$ cat src/lbcs_pkg.sv
// ----------------------------------------------------------------------------
// lbcs_pkg: shared types and constants of the low-battery charge supervisor
// Status, shutdown-reason, LCD and register-index codes, reset values of the
// configuration registers and the slot schedule.
// ----------------------------------------------------------------------------
package lbcs_pkg;

  // Slot schedule
  localparam int SLOT_COUNT = 10;
  localparam int SLOT_W     = $clog2(SLOT_COUNT);
  localparam logic [SLOT_W-1:0] SLOT_EXIT   = SLOT_W'(0);
  localparam logic [SLOT_W-1:0] SLOT_VBUS_A = SLOT_W'(2);
  localparam logic [SLOT_W-1:0] SLOT_TEMP   = SLOT_W'(4);
  localparam logic [SLOT_W-1:0] SLOT_VBUS_B = SLOT_W'(6);
  localparam logic [SLOT_W-1:0] SLOT_DISCH  = SLOT_W'(8);
  localparam logic [SLOT_W-1:0] SLOT_LAST   = SLOT_W'(SLOT_COUNT - 1);

  // Field widths
  localparam int VOLT_W = 13;
  localparam int CAP_W  = 7;
  localparam int TEMP_W = 8;
  localparam int CURR_W = 16;
  localparam int TICK_W = 12;

  localparam int IN_DATA_W  = 48;
  localparam int OUT_DATA_W = 8;
  localparam int CFG_IDX_W  = 3;
  localparam int CFG_DATA_W = 13;

  // Register reset values
  localparam logic signed [TEMP_W-1:0] HOT_LIMIT_RST   = 8'sd59;
  localparam logic signed [TEMP_W-1:0] COLD_LIMIT_RST  = -8'sd19;
  localparam logic [VOLT_W-1:0]        EXIT_VOLT_RST   = 13'd3450;
  localparam logic [CAP_W-1:0]         EXIT_CAP_RST    = 7'd3;
  localparam logic [VOLT_W-1:0]        SCREEN_VOLT_RST = 13'd3300;
  localparam logic [TICK_W-1:0]        TICK_LIMIT_RST  = 12'd3600;

  // Upper bound of the screen phase in the discharge test
  localparam int PHASE_HIGH = 15;

  typedef enum logic [1:0] {
    ST_RUNNING  = 2'd0,
    ST_EXIT     = 2'd1,
    ST_SHUTDOWN = 2'd2,
    ST_HALTED   = 2'd3
  } status_t;

  typedef enum logic [2:0] {
    RSN_NONE      = 3'd0,
    RSN_TEMP      = 3'd1,
    RSN_DISCHARGE = 3'd2,
    RSN_NO_VBUS   = 3'd3,
    RSN_TIMEOUT   = 3'd4
  } reason_t;

  typedef enum logic [1:0] {
    LCD_NONE = 2'd0,
    LCD_SHOW = 2'd1,
    LCD_OFF  = 2'd2
  } lcd_t;

  typedef enum logic [1:0] {
    PH_NEVER = 2'd0,
    PH_SHOWN = 2'd1,
    PH_OFF   = 2'd2
  } phase_t;

  typedef enum logic [CFG_IDX_W-1:0] {
    REG_HOT_LIMIT   = 3'd0,
    REG_COLD_LIMIT  = 3'd1,
    REG_EXIT_VOLT   = 3'd2,
    REG_EXIT_CAP    = 3'd3,
    REG_SCREEN_VOLT = 3'd4,
    REG_TICK_LIMIT  = 3'd5
  } reg_idx_t;

  typedef struct packed {
    logic                     button_level;
    logic                     vbus_present;
    logic signed [CURR_W-1:0] current_ma;
    logic signed [TEMP_W-1:0] temperature_c;
    logic [CAP_W-1:0]         capacity_pct;
    logic [VOLT_W-1:0]        voltage_mv;
  } in_item_t;

  typedef struct packed {
    logic    leds_unplugged;
    lcd_t    lcd_action;
    reason_t shutdown_reason;
    status_t status;
  } out_item_t;

endpackage

$ cat src/low_battery_charge_supervisor.sv
// ----------------------------------------------------------------------------
// low_battery_charge_supervisor: tick-driven low-battery charge supervisor
// Takes one battery sample per tick, runs the slot schedule and gives one
// status beat per tick.
// ----------------------------------------------------------------------------
// Use: each input beat on in_* is one tick carrying a battery sample. The
// tick counter selects one of ten slots (exit test and screen sequence,
// temperature window, discharge, VBUS, button redisplay); every tick gives
// exactly one result beat on out_* with status, shutdown reason, LCD action
// and the unplugged LED flag. After a charged exit or a shutdown every
// further tick reports status halted with all other fields zero.
// A beat accepted into the input register is evaluated combinationally and
// written to the output register, which drives out_tvalid. Throughput: one
// beat per cycle while out_tready does not stall, set by the single compare
// stage between input and output register. Stall: while out_tready is low
// the result is held; an empty input register still takes one more beat,
// then in_tready drops until the result drains. Reset (rst_n low,
// synchronous): counters, screen state and halt flag clear, limits return
// to their defaults, both channels empty. The user writes registers on cfg_*
// only while no tick is in flight (not enforced); cfg_ready is always high.
module low_battery_charge_supervisor (
  input  logic                              clk,
  input  logic                              rst_n,
  // voltage_mv[12:0] capacity_pct[19:13] temperature_c[27:20]
  // current_ma[43:28] vbus_present[44] button_level[45] zero[47:46]
  input  logic [lbcs_pkg::IN_DATA_W-1:0]    in_tdata,
  input  logic                              in_tvalid,
  output logic                              in_tready,
  // status[1:0] shutdown_reason[4:2] lcd_action[6:5] leds_unplugged[7]
  output logic [lbcs_pkg::OUT_DATA_W-1:0]   out_tdata,
  output logic                              out_tvalid,
  input  logic                              out_tready,
  input  logic [lbcs_pkg::CFG_IDX_W-1:0]    cfg_index,
  input  logic [lbcs_pkg::CFG_DATA_W-1:0]   cfg_data,
  input  logic                              cfg_valid,
  output logic                              cfg_ready
);

  localparam int SW = lbcs_pkg::SLOT_W;

  // Configuration registers
  logic signed [lbcs_pkg::TEMP_W-1:0] hot_limit_r;
  logic signed [lbcs_pkg::TEMP_W-1:0] cold_limit_r;
  logic [lbcs_pkg::VOLT_W-1:0]        exit_volt_r;
  logic [lbcs_pkg::CAP_W-1:0]         exit_cap_r;
  logic [lbcs_pkg::VOLT_W-1:0]        screen_volt_r;
  logic [lbcs_pkg::TICK_W-1:0]        tick_limit_r;

  // Supervisor state
  logic [lbcs_pkg::TICK_W-1:0]        tick_r, tick_nxt;
  logic [SW-1:0]                      slot_r, slot_nxt;
  lbcs_pkg::phase_t                   phase_r, phase_nxt;
  logic                               btn_on_r, btn_on_nxt;
  logic [lbcs_pkg::VOLT_W-1:0]        last_volt_r, last_volt_nxt;
  logic                               halted_r, halted_nxt;

  // Pipeline registers
  lbcs_pkg::in_item_t                 in_item_r;
  logic                               in_valid_r;
  lbcs_pkg::out_item_t                out_item_r, out_item_nxt;
  logic                               out_valid_r;
  logic                               advance;
  logic                               timeout;

  assign cfg_ready  = 1'b1;
  assign advance    = !out_valid_r || out_tready;
  assign in_tready  = !in_valid_r || advance;
  assign out_tvalid = out_valid_r;
  assign out_tdata  = out_item_r;

  // Write configuration registers
  always_ff @(posedge clk) begin
    if (!rst_n) begin
      hot_limit_r   <= lbcs_pkg::HOT_LIMIT_RST;
      cold_limit_r  <= lbcs_pkg::COLD_LIMIT_RST;
      exit_volt_r   <= lbcs_pkg::EXIT_VOLT_RST;
      exit_cap_r    <= lbcs_pkg::EXIT_CAP_RST;
      screen_volt_r <= lbcs_pkg::SCREEN_VOLT_RST;
      tick_limit_r  <= lbcs_pkg::TICK_LIMIT_RST;
    end else if (cfg_valid && cfg_ready) begin
      case (lbcs_pkg::reg_idx_t'(cfg_index))
        lbcs_pkg::REG_HOT_LIMIT:   hot_limit_r   <= cfg_data[lbcs_pkg::TEMP_W-1:0];
        lbcs_pkg::REG_COLD_LIMIT:  cold_limit_r  <= cfg_data[lbcs_pkg::TEMP_W-1:0];
        lbcs_pkg::REG_EXIT_VOLT:   exit_volt_r   <= cfg_data[lbcs_pkg::VOLT_W-1:0];
        lbcs_pkg::REG_EXIT_CAP:    exit_cap_r    <= cfg_data[lbcs_pkg::CAP_W-1:0];
        lbcs_pkg::REG_SCREEN_VOLT: screen_volt_r <= cfg_data[lbcs_pkg::VOLT_W-1:0];
        lbcs_pkg::REG_TICK_LIMIT:  tick_limit_r  <= cfg_data[lbcs_pkg::TICK_W-1:0];
        default: ;
      endcase
    end
  end

  // Capture the input beat
  always_ff @(posedge clk) begin
    if (!rst_n) begin
      in_valid_r <= 1'b0;
    end else if (in_tready) begin
      in_valid_r <= in_tvalid;
    end
  end

  always_ff @(posedge clk) begin
    if (in_tvalid && in_tready) begin
      in_item_r <= lbcs_pkg::in_item_t'(in_tdata[$bits(lbcs_pkg::in_item_t)-1:0]);
    end
  end

  assign timeout = tick_r > tick_limit_r;

  // Evaluate the current slot
  always_comb begin
    out_item_nxt  = '0;
    phase_nxt     = phase_r;
    btn_on_nxt    = btn_on_r;
    last_volt_nxt = last_volt_r;
    halted_nxt    = halted_r;
    tick_nxt      = tick_r;
    slot_nxt      = slot_r;
    if (halted_r) begin
      out_item_nxt.status = lbcs_pkg::ST_HALTED;
    end else begin
      case (slot_r)
        lbcs_pkg::SLOT_EXIT: begin
          last_volt_nxt = in_item_r.voltage_mv;
          if (in_item_r.voltage_mv > exit_volt_r &&
              in_item_r.capacity_pct > exit_cap_r) begin
            out_item_nxt.status = lbcs_pkg::ST_EXIT;
          end else begin
            // step the screen sequence: shown goes off, never shown may show
            if (phase_r == lbcs_pkg::PH_SHOWN) begin
              phase_nxt               = lbcs_pkg::PH_OFF;
              out_item_nxt.lcd_action = lbcs_pkg::LCD_OFF;
            end
            if (in_item_r.voltage_mv > screen_volt_r && phase_r == lbcs_pkg::PH_NEVER) begin
              phase_nxt               = lbcs_pkg::PH_SHOWN;
              out_item_nxt.lcd_action = lbcs_pkg::LCD_SHOW;
            end
          end
        end
        lbcs_pkg::SLOT_TEMP: begin
          if (in_item_r.temperature_c > hot_limit_r ||
              in_item_r.temperature_c < cold_limit_r) begin
            out_item_nxt.status          = lbcs_pkg::ST_SHUTDOWN;
            out_item_nxt.shutdown_reason = lbcs_pkg::RSN_TEMP;
          end
        end
        lbcs_pkg::SLOT_DISCH: begin
          // upper phase bound can never be reached by a two-bit phase
          if (in_item_r.current_ma[lbcs_pkg::CURR_W-1] &&
              (phase_r == lbcs_pkg::PH_NEVER ||
               32'(phase_r) > lbcs_pkg::PHASE_HIGH)) begin
            out_item_nxt.status          = lbcs_pkg::ST_SHUTDOWN;
            out_item_nxt.shutdown_reason = lbcs_pkg::RSN_DISCHARGE;
          end
        end
        lbcs_pkg::SLOT_VBUS_A,
        lbcs_pkg::SLOT_VBUS_B: begin
          if (!in_item_r.vbus_present) begin
            out_item_nxt.status          = lbcs_pkg::ST_SHUTDOWN;
            out_item_nxt.shutdown_reason = lbcs_pkg::RSN_NO_VBUS;
          end
        end
        default: begin
          // button press redisplays the screen, release turns it off
          if (!in_item_r.button_level && last_volt_r > screen_volt_r &&
              phase_r == lbcs_pkg::PH_OFF && !btn_on_r) begin
            btn_on_nxt              = 1'b1;
            out_item_nxt.lcd_action = lbcs_pkg::LCD_SHOW;
          end
          if (in_item_r.button_level && btn_on_r) begin
            btn_on_nxt              = 1'b0;
            out_item_nxt.lcd_action = lbcs_pkg::LCD_OFF;
          end
        end
      endcase

      if (out_item_nxt.status != lbcs_pkg::ST_SHUTDOWN && timeout) begin
        out_item_nxt.status          = lbcs_pkg::ST_SHUTDOWN;
        out_item_nxt.shutdown_reason = lbcs_pkg::RSN_TIMEOUT;
      end

      out_item_nxt.leds_unplugged = (out_item_nxt.status == lbcs_pkg::ST_EXIT) &&
                                    !in_item_r.vbus_present;

      // advance the tick; the slot restarts after the last slot or when the counter wraps
      tick_nxt = tick_r + 1'b1;
      if (tick_nxt == '0 || slot_r == lbcs_pkg::SLOT_LAST) begin
        slot_nxt = '0;
      end else begin
        slot_nxt = slot_r + 1'b1;
      end
      halted_nxt = out_item_nxt.status != lbcs_pkg::ST_RUNNING;
    end
  end

  // Commit state and result when the beat moves on
  always_ff @(posedge clk) begin
    if (!rst_n) begin
      tick_r      <= '0;
      slot_r      <= '0;
      phase_r     <= lbcs_pkg::PH_NEVER;
      btn_on_r    <= 1'b0;
      last_volt_r <= '0;
      halted_r    <= 1'b0;
      out_valid_r <= 1'b0;
    end else if (advance) begin
      out_valid_r <= in_valid_r;
      if (in_valid_r) begin
        tick_r      <= tick_nxt;
        slot_r      <= slot_nxt;
        phase_r     <= phase_nxt;
        btn_on_r    <= btn_on_nxt;
        last_volt_r <= last_volt_nxt;
        halted_r    <= halted_nxt;
      end
    end
  end

  always_ff @(posedge clk) begin
    if (advance && in_valid_r) begin
      out_item_r <= out_item_nxt;
    end
  end

  // Once halted, the block stays halted
  a_halt_sticky: assert property (@(posedge clk) disable iff (!rst_n)
    halted_r |=> halted_r)
    else $error("halt flag cleared without reset");

  // Slot counter stays within the schedule
  a_slot_range: assert property (@(posedge clk) disable iff (!rst_n)
    32'(slot_r) < lbcs_pkg::SLOT_COUNT)
    else $error("slot counter out of range");

  // Each processed tick advances the counter by one
  a_tick_step: assert property (@(posedge clk) disable iff (!rst_n)
    (advance && in_valid_r && !halted_r) |=> tick_r == $past(tick_r) + 1'b1)
    else $error("tick counter did not advance");

  // Unplugged LED flag only comes with a charged exit
  a_leds_exit: assert property (@(posedge clk) disable iff (!rst_n)
    (out_valid_r && out_item_r.leds_unplugged) |-> out_item_r.status == lbcs_pkg::ST_EXIT)
    else $error("LED flag without charged exit");

endmodule
$ cat config.mk
export PLATFORM = sky130hd
export DESIGN_NAME = low_battery_charge_supervisor
export DESIGN_NICKNAME = d
export VERILOG_FILES = /design/src/lbcs_pkg.sv /design/src/low_battery_charge_supervisor.sv
export SDC_FILE = /design/constraint.sdc
export NUM_CORES = 1
export LEC_CHECK = 0
export BUFFER_PORTS_ARGS = -buffer_cell sky130_fd_sc_hd__buf_2
export CAP_MARGIN = 40
export CORE_MARGIN = 8
export CORE_UTILIZATION = 35
export CTS_BUF_LIST = sky130_fd_sc_hd__clkbuf_8
export DETAILED_ROUTE_END_ITERATION = 10
export PLACE_DENSITY = 0.58
export REMOVE_ABC_BUFFERS = 1
export SLEW_MARGIN = 25
export SYNTH_ARGS = -nofsm -noshare
export SYNTH_HDL_FRONTEND = slang
export SYNTH_SLANG_ARGS = --single-unit
$ cat constraint.sdc
create_clock -name clk -period 2.7 [get_ports clk]
set_clock_uncertainty 0.1 [all_clocks]
set_input_delay 0.27 -clock clk [delete_from_list [all_inputs] [get_ports clk]]
set_output_delay 0.27 -clock clk [all_outputs]
set_load 0.03 [all_outputs]
After elaboration in Yosys (flattened, before gate mapping)
Index checks and enable logic that the tools add are counted.

cells by class
  reduce and logical (&&, ||, !) cells = 41
  add/sub/neg operators = 2
  bitwise gates (word level) = 3
  equal/unequal tests = 14
  magnitude comparators = 7
  mux-type cells = 21

operators with widths
  kind                     number
  $gt A13 B13 Y1           3
  $mux W2                  7
  $reduce_and A2 Y1        7
  $add A12 B1 Y12 const B  1
  $gt A12 B12 Y1           1
  $logic_not A12 Y1        1
  $mux W4                  3
  $logic_and A1 B1 Y1      11
  $mux W5                  2
  $pmux W3 S3              1
  $eq A4 B3 Y1 const B     2
  $eq A4 B4 Y1 const B     2
  $gt A8 B8 Y1             1
  $lt A8 B8 Y1             1
  $pmux W2 S4              1
  $gt A7 B7 Y1             1
  $eq A3 B2 Y1 const B     2
  $eq A3 B3 Y1 const B     2
  $reduce_and A6 Y1        1
  $reduce_bool A2 Y1       3
  $logic_not A1 Y1         5
  $mux W1                  5
  $reduce_and A5 Y1        1
  $reduce_or A5 Y1         1
  17 further kinds         23

storage, ports and cells
  input bits = 69
  bits in registers = 150
  output and inout bits = 11
  logic and storage cells = 112

Logic depth before layout (Yosys ltp)
Gate-level depths: netlist (run 1).

  depth in word-level cells = 11
  gate-level depth with buffers = 8
  depth with buffers taken out = 8

Least setup slack after synthesis (run 1)
Ideal clock, no wire load.

  path kind = reg2reg
  start point = register in_item_r[3] (netlist bit)
  end point = register out_item_r (netlist bit out_tdata[4]), data pin
  period minus slack after synthesis = 2.244 ns
  stages on the path, launching flop included = 7
  required time = 2.344 ns
  path buffers = 0
  setup time = 0.256 ns
  slack = 0.456 ns
  arrival = 1.888 ns
  path through = edfxtp_1 -> ha_1 -> and3_1 -> a2111oi_0 -> o211ai_1 -> and3_1 -> o211a_1

on the way
  word-level cells in the longest chain between the ends = 9

RTL lines
  what                    RTL line                              text
  start, declared         low_battery_charge_supervisor.sv:58   lbcs_pkg::in_item_t in_item_r;
  start signal, assigned  low_battery_charge_supervisor.sv:104  in_item_r <= lbcs_pkg::in_item_t'(in_tdata[$bits(lbcs_pkg::in_item_t)-1:0]);
  $gt A13 B13 Y1          low_battery_charge_supervisor.sv:125  if (in_item_r.voltage_mv > exit_volt_r &&
  $logic_and A1 B1 Y1     low_battery_charge_supervisor.sv:125
  $mux W1                 low_battery_charge_supervisor.sv:125
  $pmux W2 S4             low_battery_charge_supervisor.sv:122  case (slot_r)
  $mux W2                 low_battery_charge_supervisor.sv:119  if (halted_r) begin
  $ne A2 B2 Y1            low_battery_charge_supervisor.sv:177  if (out_item_nxt.status != lbcs_pkg::ST_SHUTDOWN && timeout) begin
  $logic_and A1 B1 Y1     low_battery_charge_supervisor.sv:177
  $mux W5                 low_battery_charge_supervisor.sv:177
  $mux W5                 low_battery_charge_supervisor.sv:119
  end signal, assigned    low_battery_charge_supervisor.sv:221  out_item_r <= out_item_nxt;
  end, declared           low_battery_charge_supervisor.sv:60   lbcs_pkg::out_item_t out_item_r, out_item_nxt;

No other way between the ends. The select of a mux whose other input is x is not followed.
A chain may end at the register's enable or synchronous reset.

Worst setup path after layout (run 1)
Ends and elaborated chain as after synthesis.

==> results of run 1 <==
## layer usage
metal | GRT usage (%) | wire, µm | share of wire [%] | vias up
met5 | 0 | 0 | 0 | -
met4 | 5.721 | 333 | 2.0 | 0
met3 | 3.447 | 521 | 3.1 | 23
met2 | 22.45 | 7688 | 46 | 66
met1 | 17.76 | 8011 | 48 | 2592
li1 | - | - | - | 2861
## worst min-delay path, stage by stage
cell	delay, ns
buf_2	0.15
nand2_1	0.06
a21oi_1	0.05
## cell type report
class | count | area, µm² | share of cell area (%)
Inverter | 69 | 259.0 | 3.110
Sequential cell | 135 | 3093 | 37.13
Multi-Input combinational cell | 527 | 3452 | 41.45
Clock inverter | 14 | 142.6 | 1.712
Tap cell | 265 | 331.6 | 3.981
Timing Repair Buffer | 115 | 803.3 | 9.644
Clock buffer | 18 | 247.7 | 2.974
## final timing paths
| path | startpoint | endpoint | slack, ns | cells past startpoint |
|---|---|---|---|---|
| max reg2reg | in_item_r[3]$_DFFE_PP_ | out_tdata[4]$_SDFFCE_PP0P_ | 0.15 | 7 |
| min reg2reg | hot_limit_r[7]$_SDFFE_PN0P_ | hot_limit_r[7]$_SDFFE_PN0P_ | 0.35 | 2 |
| min | cfg_data[7] | exit_volt_r[7]$_SDFFE_PN0P_ | 0.03 | 3 |
| max | in_item_r[3]$_DFFE_PP_ | out_tdata[4]$_SDFFCE_PP0P_ | 0.15 | 7 |
## registers in the layout, indices dropped and copies added, names as in the netlist, 7 cells and up
name	flops
out_tdata	8
exit_cap_r	7
hot_limit_r	8
cold_limit_r	8
in_item_r	31
exit_volt_r	13
tick_limit_r	12
tick_r	12
last_volt_r	13
screen_volt_r	13
## repair_timing
item / CTS / global route
endpoints found under the setup margin: 0 / 1
resized for setup: 0 / 2
endpoints found under the hold margin: 41 / 0
hold buffers: 37 / 0
## metrics by stage
| stage | instances | setup WS, ns |
|---|---|---|
| 2_1_floorplan | 731 | 0.4048 |
| 3_3_place_gp | 1073 | 0.2216 |
| 3_5_place_dp | 1073 | 0.1814 |
| 4_1_cts | 1142 | 0.1699 |
| 5_1_grt | 1143 | 0.03469 |
| 6_report | 1143 | 0.1503 |
## where the power goes
| part | switching (mW) | leakage (nW) | internal, mW |
|---|---|---|---|
| clock network | 0.772 | 0.213 | 0.913 |
| registers | 0.0462 | 1.16 | 2.17 |
| logic | 0.276 | 2.20 | 0.198 |
| total | 1.09 | 3.58 | 3.28 |
## layout by cell type, fill, tap and decap left out, drive strengths merged, types with 3 or more instances in the layout
cell | Yosys | final
nor3 | 6 | 6
nor2b | 9 | 9
xor2 | 11 | 11
a211oi | 6 | 6
o211ai | 38 | 38
nor2 | 27 | 27
and2 | 7 | 7
dlygate4sd3 | 0 | 37
xnor2 | 6 | 6
and4 | 4 | 4
a31oi | 4 | 4
ha | 78 | 78
nand3 | 13 | 13
buf | 7 | 78
dfxtp | 96 | 96
nor3b | 3 | 3
and3 | 8 | 8
nand2b | 6 | 6
o21a | 5 | 5
inv | 68 | 71
or2 | 3 | 3
bufinv | 0 | 3
nand4 | 15 | 15
clkbuf | 24 | 18
a21oi | 69 | 69
o21ai | 14 | 14
a21o | 14 | 14
a211o | 3 | 3
edfxtp | 39 | 39
nand2 | 151 | 151
clkinv | 1 | 8
## kinds of logic (layout without fill, tap and decap cells)
logic type      after synthesis  count (layout)  synth area share (%)
fa+ha+maj                    78              78                 14.10
other cells                   1               1               0.05420
simple gates                262             262                 17.49
xor+xnor                     17              17                 2.152
buf+inv                     100             216                 5.660
flops                       135             135                 44.70
compound gates              169             169                 15.84
==> results.yml, run 1 <==
run_status:
  status: "complete, no violations"
worst_setup_path:
  start_kind: "register"
  path_common_cell: "and3_1"
  cp.required_ns: 2.81
  worstPathBufferInverterCount: 1
  cp_max_fo: 7
  crit_family: "compound AO/OA/AOI/OAI gates"
  critPathMaxStageDelay_ns: 0.50
  path_class: "reg -> reg"
  cp_slowest_cell: "a2111oi_0"
  crit_path_end_kind: "register"
  crit_chain: "ha_1 -> and3_1 -> a2111oi_0 -> o211ai_1 -> buf_4 -> and3_1 -> o211a_1"
  critPathArrivalTime_ns: 2.66
power_and_ir_drop:
  vdd_ir_drop_max_mv: 0.3024
  power_mw: 4.371
  power_density_nw_per_um2: 524.8
  total_leakage_power_nw: 3.576
global_routing:
  antenna_found_initial: 0
  grt_pass1_vias: 5267
  grt_pass1_wl_um: 26860
  grt_max_degree: 50
  grt-ovfl-total: 0
  grt_use_total_pct: 14.03
routing:
  drtIter0Drc: 237
  ant_nets: 0
  vias: 5542
  routed_wirelength_um: 16560
  wl_per_cell_um: 14.48
  first_pass_iters: 6
  vias_per_cell: 4.849
  drc: 0
die:
  ios: 80
  die_height_um: 156.6
  die_x_um: 156.6
  rows: 51
  die_area_um2: 24520
  coreArea_um2: 19460
  initial_core_util_pct: 35.55
placement:
  place_area_um2: 7548
  place.gp.congestion: 0.7874
  io_buffers: 61
  dpl.hpwl_um: 12000
cts:
  htreeDepth: 4
  clk_latency_ns: 0.45
  cts_tree: "done"
  clockBufferDepth: 2
  cts_root_buf: "clkbuf_8"
  cts_buffers: 17
  cts.sinks: 135
  path_clk_slew_ns: 0.07
  post_cts_buffers: 0
sta:
  setup_viol: 0
  rsz0062_at_grt: "false"
  holdWs_ns: 0.02969
  drv_slew: 0
  slew_headroom_pct: 51.48
  worstMarginPinSlew_ns: 0.7263
  fin_crit_sh_pct: 94.43
  finalSetupTns_ns: 0
  hold_viol: 0
  timing.fmax_ghz: 0.3922
  fin_crit_ns: 2.550
yosys:
  synth.largest_area_cell: "dfxtp_1"
  synth.distinct_cells: 55
  syn_area_per_cell_um2: 9.080
  ys_warn_count: 0
  synth-async-reset-ratio_pct: 0
  post-synth-top-count-cell: "nand2_1"
  ys_top_cells_by_count: "nand2_1 (151), dfxtp_1 (96), ha_1 (78)"
  synth_area_um2: 6919
  yosys.area.top_type_share_pct: 27.78
  synth_seq_cells: 135
  synth_edf_count: 39
  ys_seq_area_share_pct: 44.70
  synthTopCellsByArea: "dfxtp_1 (28%), edfxtp_1 (17%), ha_1 (14%), nand2_1 (8.2%), a21oi_1 (5.0%)"
  synth-main-ff-cell: "dfxtp_1"
  netlist_instances: 762
hold_path:
  hold_path_class: "in -> reg"
layout:
  fin_util_pct: 42.80
  num_antenna_cells: 0
  design_area_um2: 8329
  layout-drive-gt1-share_pct: 13.44
  syn_to_final_growth_pct: 20.38
  num-nets-final: 1012
  fillers: 1944
job:
  max_cap_violations: 0
(Power assumes the default switching activity.)
==> inputs of run 2 (changes only) <==
--- a/config.mk
+++ b/config.mk
@@ -5,13 +5,14 @@
 export SDC_FILE = /design/constraint.sdc
 export NUM_CORES = 1
 export LEC_CHECK = 0
-export BUFFER_PORTS_ARGS = -buffer_cell sky130_fd_sc_hd__buf_2
+export BUFFER_PORTS_ARGS = -buffer_cell sky130_fd_sc_hd__buf_4
 export CAP_MARGIN = 40
 export CORE_MARGIN = 8
 export CORE_UTILIZATION = 35
 export CTS_BUF_LIST = sky130_fd_sc_hd__clkbuf_8
 export DETAILED_ROUTE_END_ITERATION = 10
 export PLACE_DENSITY = 0.58
+export RECOVER_POWER = 25
 export REMOVE_ABC_BUFFERS = 1
 export SLEW_MARGIN = 25
 export SYNTH_ARGS = -nofsm -noshare
==> results.yml, run 2 (same netlist as run 1, synthesis figures left out) <==
power_and_ir_drop:
  power_mw: 4.352
  p_seq_share_pct: 50.8
  pwr-share-comb_pct: 11.6
  swShare_pct: 24.61
  power.share.clock_pct: 37.6
  vdd_ir_drop_max_mv: 0.3049
  power.internal_mw: 3.282
  power_density_nw_per_um2: 512.0
  total_leakage_power_nw: 3.625
  switchingPower_mw: 1.071
global_routing:
  grt_pass1_vias: 5409
  grt-ovfl-total: 0
  grt_use_total_pct: 14.11
  antenna_found_initial: 0
  grt_max_degree: 40
  grt_pass1_wl_um: 27160
routing:
  wl_per_cell_um: 14.33
  vias: 5492
  routed_wirelength_um: 16480
  drtIter0Drc: 278
  vias_per_cell: 4.776
  first_pass_iters: 5
  drc: 0
  ant_nets: 0
die:
  initial_core_util_pct: 35.55
  die_height_um: 156.6
  coreArea_um2: 19460
  die_x_um: 156.6
  die_area_um2: 24520
  ios: 80
  rows: 51
sta:
  fin_crit_sh_pct: 97.90
  fin_crit_ns: 2.643
  timing.fmax_ghz: 0.3783
  drv_slew: 0
  hold_viol: 0
  setup_viol: 0
  worstMarginPinSlew_ns: 0.7333
  slew_headroom_pct: 51.01
job:
  max_cap_violations: 0
placement:
  dpl.hpwl_um: 12040
  place.gp.congestion: 0.7835
  io_buffers: 61
  place_area_um2: 7716
  numPlacedInstances: 1075
worst_setup_path:
  critPathArrivalTime_ns: 2.76
  start_kind: "register"
  crit_path_start: "in_item_r[1]$_DFFE_PP_"
  reg2reg_slack_ns: 0.06
  cp.required_ns: 2.81
  path_class: "reg -> reg"
  r2r-start: "in_item_r[1]$_DFFE_PP_"
  crit_path_end_kind: "register"
  rr_worst_depth: 8
  cp_max_fo: 6
  reg2reg_to: "out_tdata[4]$_SDFFCE_PP0P_"
  cp-endpoint: "out_tdata[4]$_SDFFCE_PP0P_"
layout:
  seq_area_um2: 3093
  multi_input_area_um2: 3441
  syn_to_final_growth_pct: 22.86
  num-nets-final: 1020
  mostFrequentLayoutCell: "nand2_1"
  design_area_um2: 8501
  num_antenna_cells: 0
  top_register: "in_item_r"
  fillers: 1938
  layout.cells.non_filler: 1150
  largest_reg_flops: 31
  layout-drive-gt1-share_pct: 12.09
  layout_common_cells: "nand2_1 (151), dfxtp_1 (96), ha_1 (78)"
cts:
  cts.sinks: 135
  cts_tree: "done"
  clk_latency_ns: 0.45
  cts_root_buf: "clkbuf_8"
  path_clk_slew_ns: 0.07
  clockBufferDepth: 2
  cts_buffers: 17
  htreeDepth: 4
run_status:
  status: "complete, no violations"
hold_path:
  hold_path_class: "in -> reg"
  hold_start: "cfg_data[0]"
[run 2: layout make-up]
type,instances,area share (%)
inverter,69,3.047
sequential,135,36.39
clock inverter,10,1.089
tap,265,3.901
multi-input combinational,527,40.48
clock buffer,21,3.400
timing repair buffer,123,11.70
[run 2: power groups by stage]
stage               logic (mW)  clock network [mW]  registers [mW]
global route             0.570                1.77            2.22
detailed placement       0.462                   0            2.26
global placement         0.458                   0            2.26
finish                   0.504                1.64            2.21
floorplan                0.247                   0            2.26
CTS                      0.515                1.69            2.21
[run 2: how the worst min path moves through the flow]
stage | slack, ns | depth (start not counted) | endpoint
6_report | 0.03 | 3 | hot_limit_r[0]$_SDFFE_PN1P_
5_1_grt | 0.01 | 3 | screen_volt_r[4]$_SDFFE_PN0P_
4_1_cts | 0.0005 | 3 | tick_limit_r[3]$_SDFFE_PN0P_
3_5_place_dp | 0.35 | 2 | last_volt_r[0]$_SDFFE_PN0P_
3_3_place_gp | 0.34 | 2 | hot_limit_r[6]$_SDFFE_PN0P_
2_1_floorplan | 0.24 | 1 | cold_limit_r[0]$_SDFFE_PN1P_
[run 2: timing repair]
| item | 4_1_cts | 5_1_grt |
|---|---|---|
| hold buffers | 42 | 0 |
| setup endpoints to repair | 0 | 5 |
| setup buffers | 0 | 1 |
| gates resized for setup | 0 | 1 |
| endpoints found under the hold margin | 54 | 0 |
[run 2: per-stage QoR]
stage | utilization, % | hold WS, ns | worst slack (ns) | setup TNS, ns
2_1_floorplan | - | 0.2418 | 0.4048 | 0
3_3_place_gp | 39.65 | 0.3437 | 0.08417 | 0
3_5_place_dp | 39.65 | 0.3465 | 0.01900 | 0
4_1_cts | 43.77 | 0.0005482 | 0.002771 | 0
5_1_grt | 43.68 | 0.01137 | -0.01735 | -0.04058
6_report | 43.68 | 0.02709 | 0.05676 | 0
[run 2: metal layers]
metal,global-route usage (%),vias to the layer above,wire (µm)
met3,3.502,15,642
met4,4.668,0,207
li1,-,2877,-
met5,0,-,0
met1,18.17,2531,7841
met2,22.66,69,7786
[run 2: worst max-delay path, stage by stage (launching register included)]
cell       delay [ns]
edfxtp_1         0.43
ha_1             0.29
and3_1           0.19
a2111oi_1        0.50
o211ai_1         0.15
buf_4            0.17
buf_4            0.15
and3_1           0.19
o211a_1          0.22
==> inputs of run 3 (changes only) <==
--- a/config.mk
+++ b/config.mk
@@ -8,10 +8,10 @@
 export BUFFER_PORTS_ARGS = -buffer_cell sky130_fd_sc_hd__buf_4
 export CAP_MARGIN = 40
 export CORE_MARGIN = 8
-export CORE_UTILIZATION = 35
+export CORE_UTILIZATION = 54
 export CTS_BUF_LIST = sky130_fd_sc_hd__clkbuf_8
 export DETAILED_ROUTE_END_ITERATION = 10
-export PLACE_DENSITY = 0.58
+export PLACE_DENSITY = 0.81
 export RECOVER_POWER = 25
 export REMOVE_ABC_BUFFERS = 1
 export SLEW_MARGIN = 25
==> results.yml, run 3 (same netlist as run 1, synthesis figures left out) <==
run_status:
  status: "complete, no violations"
hold_path:
  hold_end: "exit_cap_r[5]$_SDFFE_PN0P_"
  hold_path_class: "in -> reg"
  hold_path_depth: 3
  hold_start: "cfg_data[5]"
die:
  ios: 80
  coreArea_um2: 12570
  rows: 41
  initial_core_util_pct: 55.05
  die_x_um: 129.2
  die_area_um2: 16690
  die_height_um: 129.2
power_and_ir_drop:
  power.internal_mw: 3.432
  power.share.clock_pct: 40.6
  total_leakage_power_nw: 3.626
  pwr-share-comb_pct: 11.1
  swShare_pct: 24.99
  power_density_nw_per_um2: 541.9
  vdd_ir_drop_max_mv: 0.5059
  p_seq_share_pct: 48.3
  switchingPower_mw: 1.143
global_routing:
  grt-ovfl-total: 0
  grt_pass1_wl_um: 26440
  grt_pass1_vias: 5580
  grt_max_degree: 57
  grt_use_total_pct: 20.06
  antenna_found_initial: 0
worst_setup_path:
  start_kind: "register"
  path_class: "reg -> reg"
  critPathMaxStageDelay_ns: 0.44
  reg2reg_to: "out_tdata[4]$_SDFFCE_PP0P_"
  critPathArrivalTime_ns: 2.55
  crit_family: "simple AND/OR/NAND/NOR gates"
  crit_chain: "ha_1 -> nand4_1 -> nor3_1 -> buf_4 -> a22o_1 -> a31oi_1 -> buf_4 -> and3_1 -> o211a_1"
  cp_max_fo: 7
  reg2reg_slack_ns: 0.25
  crit_path_end_kind: "register"
  cp.required_ns: 2.81
  rr_worst_depth: 9
  worstPathBufferInverterCount: 2
  crit_path_start: "in_item_r[11]$_DFFE_PP_"
  r2r-start: "in_item_r[11]$_DFFE_PP_"
  cp_slowest_cell: "edfxtp_1"
  path_common_cell: "buf_4"
sta:
  fin_crit_ns: 2.445
  slew_headroom_pct: 43.26
  hold_viol: 0
  timing.fmax_ghz: 0.4090
  finalSetupTns_ns: 0
  drv_slew: 0
  setup_viol: 0
  worstMarginPinSlew_ns: 0.8511
  rsz0062_at_grt: "false"
  fin_crit_sh_pct: 90.56
layout:
  top_register: "in_item_r"
  layout-drive-gt1-share_pct: 12.68
  num_antenna_cells: 0
  fin_util_pct: 67.17
  largest_reg_flops: 31
  layout_common_cells: "nand2_1 (151), dfxtp_1 (96), ha_1 (78)"
  mostFrequentLayoutCell: "nand2_1"
  num-nets-final: 1017
  syn_to_final_growth_pct: 22.01
cts:
  cts_tree: "done"
  clockBufferDepth: 2
  clk_latency_ns: 0.46
  htreeDepth: 4
  cts_root_buf: "clkbuf_8"
  cts.sinks: 135
  path_clk_slew_ns: 0.08
  cts_buffers: 17
routing:
  wl_per_cell_um: 15.29
  first_pass_iters: 5
  drc: 0
  ant_nets: 0
  routed_wirelength_um: 16140
  vias_per_cell: 5.412
  vias: 5710
  drtIter0Drc: 503
placement:
  io_buffers: 61
  dpl.hpwl_um: 11210
  place.gp.congestion: 0.8570
job:
  max_cap_violations: 0
[run 3: cell count changes in the layout (fill, tap and decap cells not counted)]
cell | before | now
a2111oi_1 | 1 | 0
a2111oi_2 | 0 | 1
a221oi_1 | 2 | 1
a221oi_2 | 0 | 1
buf_4 | 41 | 37
bufinv_16 | 2 | 4
clkbuf_1 | 9 | 8
clkbuf_8 | 21 | 18
clkinv_2 | 2 | 3
clkinv_4 | 0 | 2
dlygate4sd3_1 | 42 | 44
inv_1 | 74 | 68
inv_4 | 0 | 1
inv_6 | 0 | 4
[run 3: how the worst max path moves through the flow]
stage / depth (start not counted) / end / slack, ns
after floorplan: 5 / last_volt_r[0]$_SDFFE_PN0P_ / 0.40
after global placement: 6 / out_tdata[4]$_SDFFCE_PP0P_ / 0.13
after detailed placement: 6 / out_tdata[4]$_SDFFCE_PP0P_ / 0.12
after CTS: 6 / out_tdata[4]$_SDFFCE_PP0P_ / 0.1
after global routing: 7 / out_tdata[7]$_SDFFCE_PP0P_ / 0.09
final: 9 / out_tdata[4]$_SDFFCE_PP0P_ / 0.25
[run 3: power groups by stage]
stage | clock, mW | combinational (mW) | sequential (mW)
2_1_floorplan | 0 | 0.247 | 2.26
3_3_place_gp | 0 | 0.435 | 2.25
3_5_place_dp | 0 | 0.451 | 2.26
4_1_cts | 1.88 | 0.506 | 2.21
5_1_grt | 1.97 | 0.563 | 2.22
6_report | 1.86 | 0.507 | 2.21
[run 3: area by class of cell]
cell class              count  area (µm²)
clock buffers              18       247.7
clock inverters            14       193.9
fillers                   979        4126
inverters                  69       259.0
multi-input cells         527        3452
flip-flops and latches    135        3093
well taps                 172       215.2
repair buffers            120       980.9
[run 3: routing by layer]
layer / share of wire [%] / routed length (µm) / vias to the layer above / global-route usage [%]
met2: 48 / 7791 / 169 / 34.28
met4: 2.0 / 330 / 0 / 7.602
met3: 5.8 / 931 / 32 / 5.177
met5: 0 / 0 / - / 0
met1: 44 / 7084 / 2628 / 23.67
li1: - / - / 2881 / -
[run 3: repair_timing]
item / CTS / global route
endpoints found under the hold margin: 71 / 0
hold buffers: 44 / 0
setup buffers: 0 / 1
resized for setup: 0 / 3
endpoints found under the setup margin: 0 / 9
[run 3: worst register-to-register path, delay by kind of cell (launching register included)]
| kind | cells | cell delay, ns |
|---|---|---|
| AND/OR/NAND/NOR | 3 | 0.59 |
| flip-flops | 1 | 0.44 |
| AO/OA/AOI/OAI | 3 | 0.37 |
| adder cells (fa/ha/maj) | 1 | 0.35 |
| buffers and inverters | 2 | 0.34 |
[run 3: through the flow]
step	setup slack, ns	hold slack (ns)	cell area, µm²	total power [mW]	cells
final	0.2549	0.02608	8442	4.575	1055
after global routing	0.08731	0.02571	8442	4.755	1055
after CTS	0.09849	0.002862	8444	4.599	1053
after detailed placement	0.1153	0.3486	7562	2.708	977
after global placement	0.1301	0.3420	7562	2.689	977
after floorplan	0.4048	0.2418	6787	2.504	731
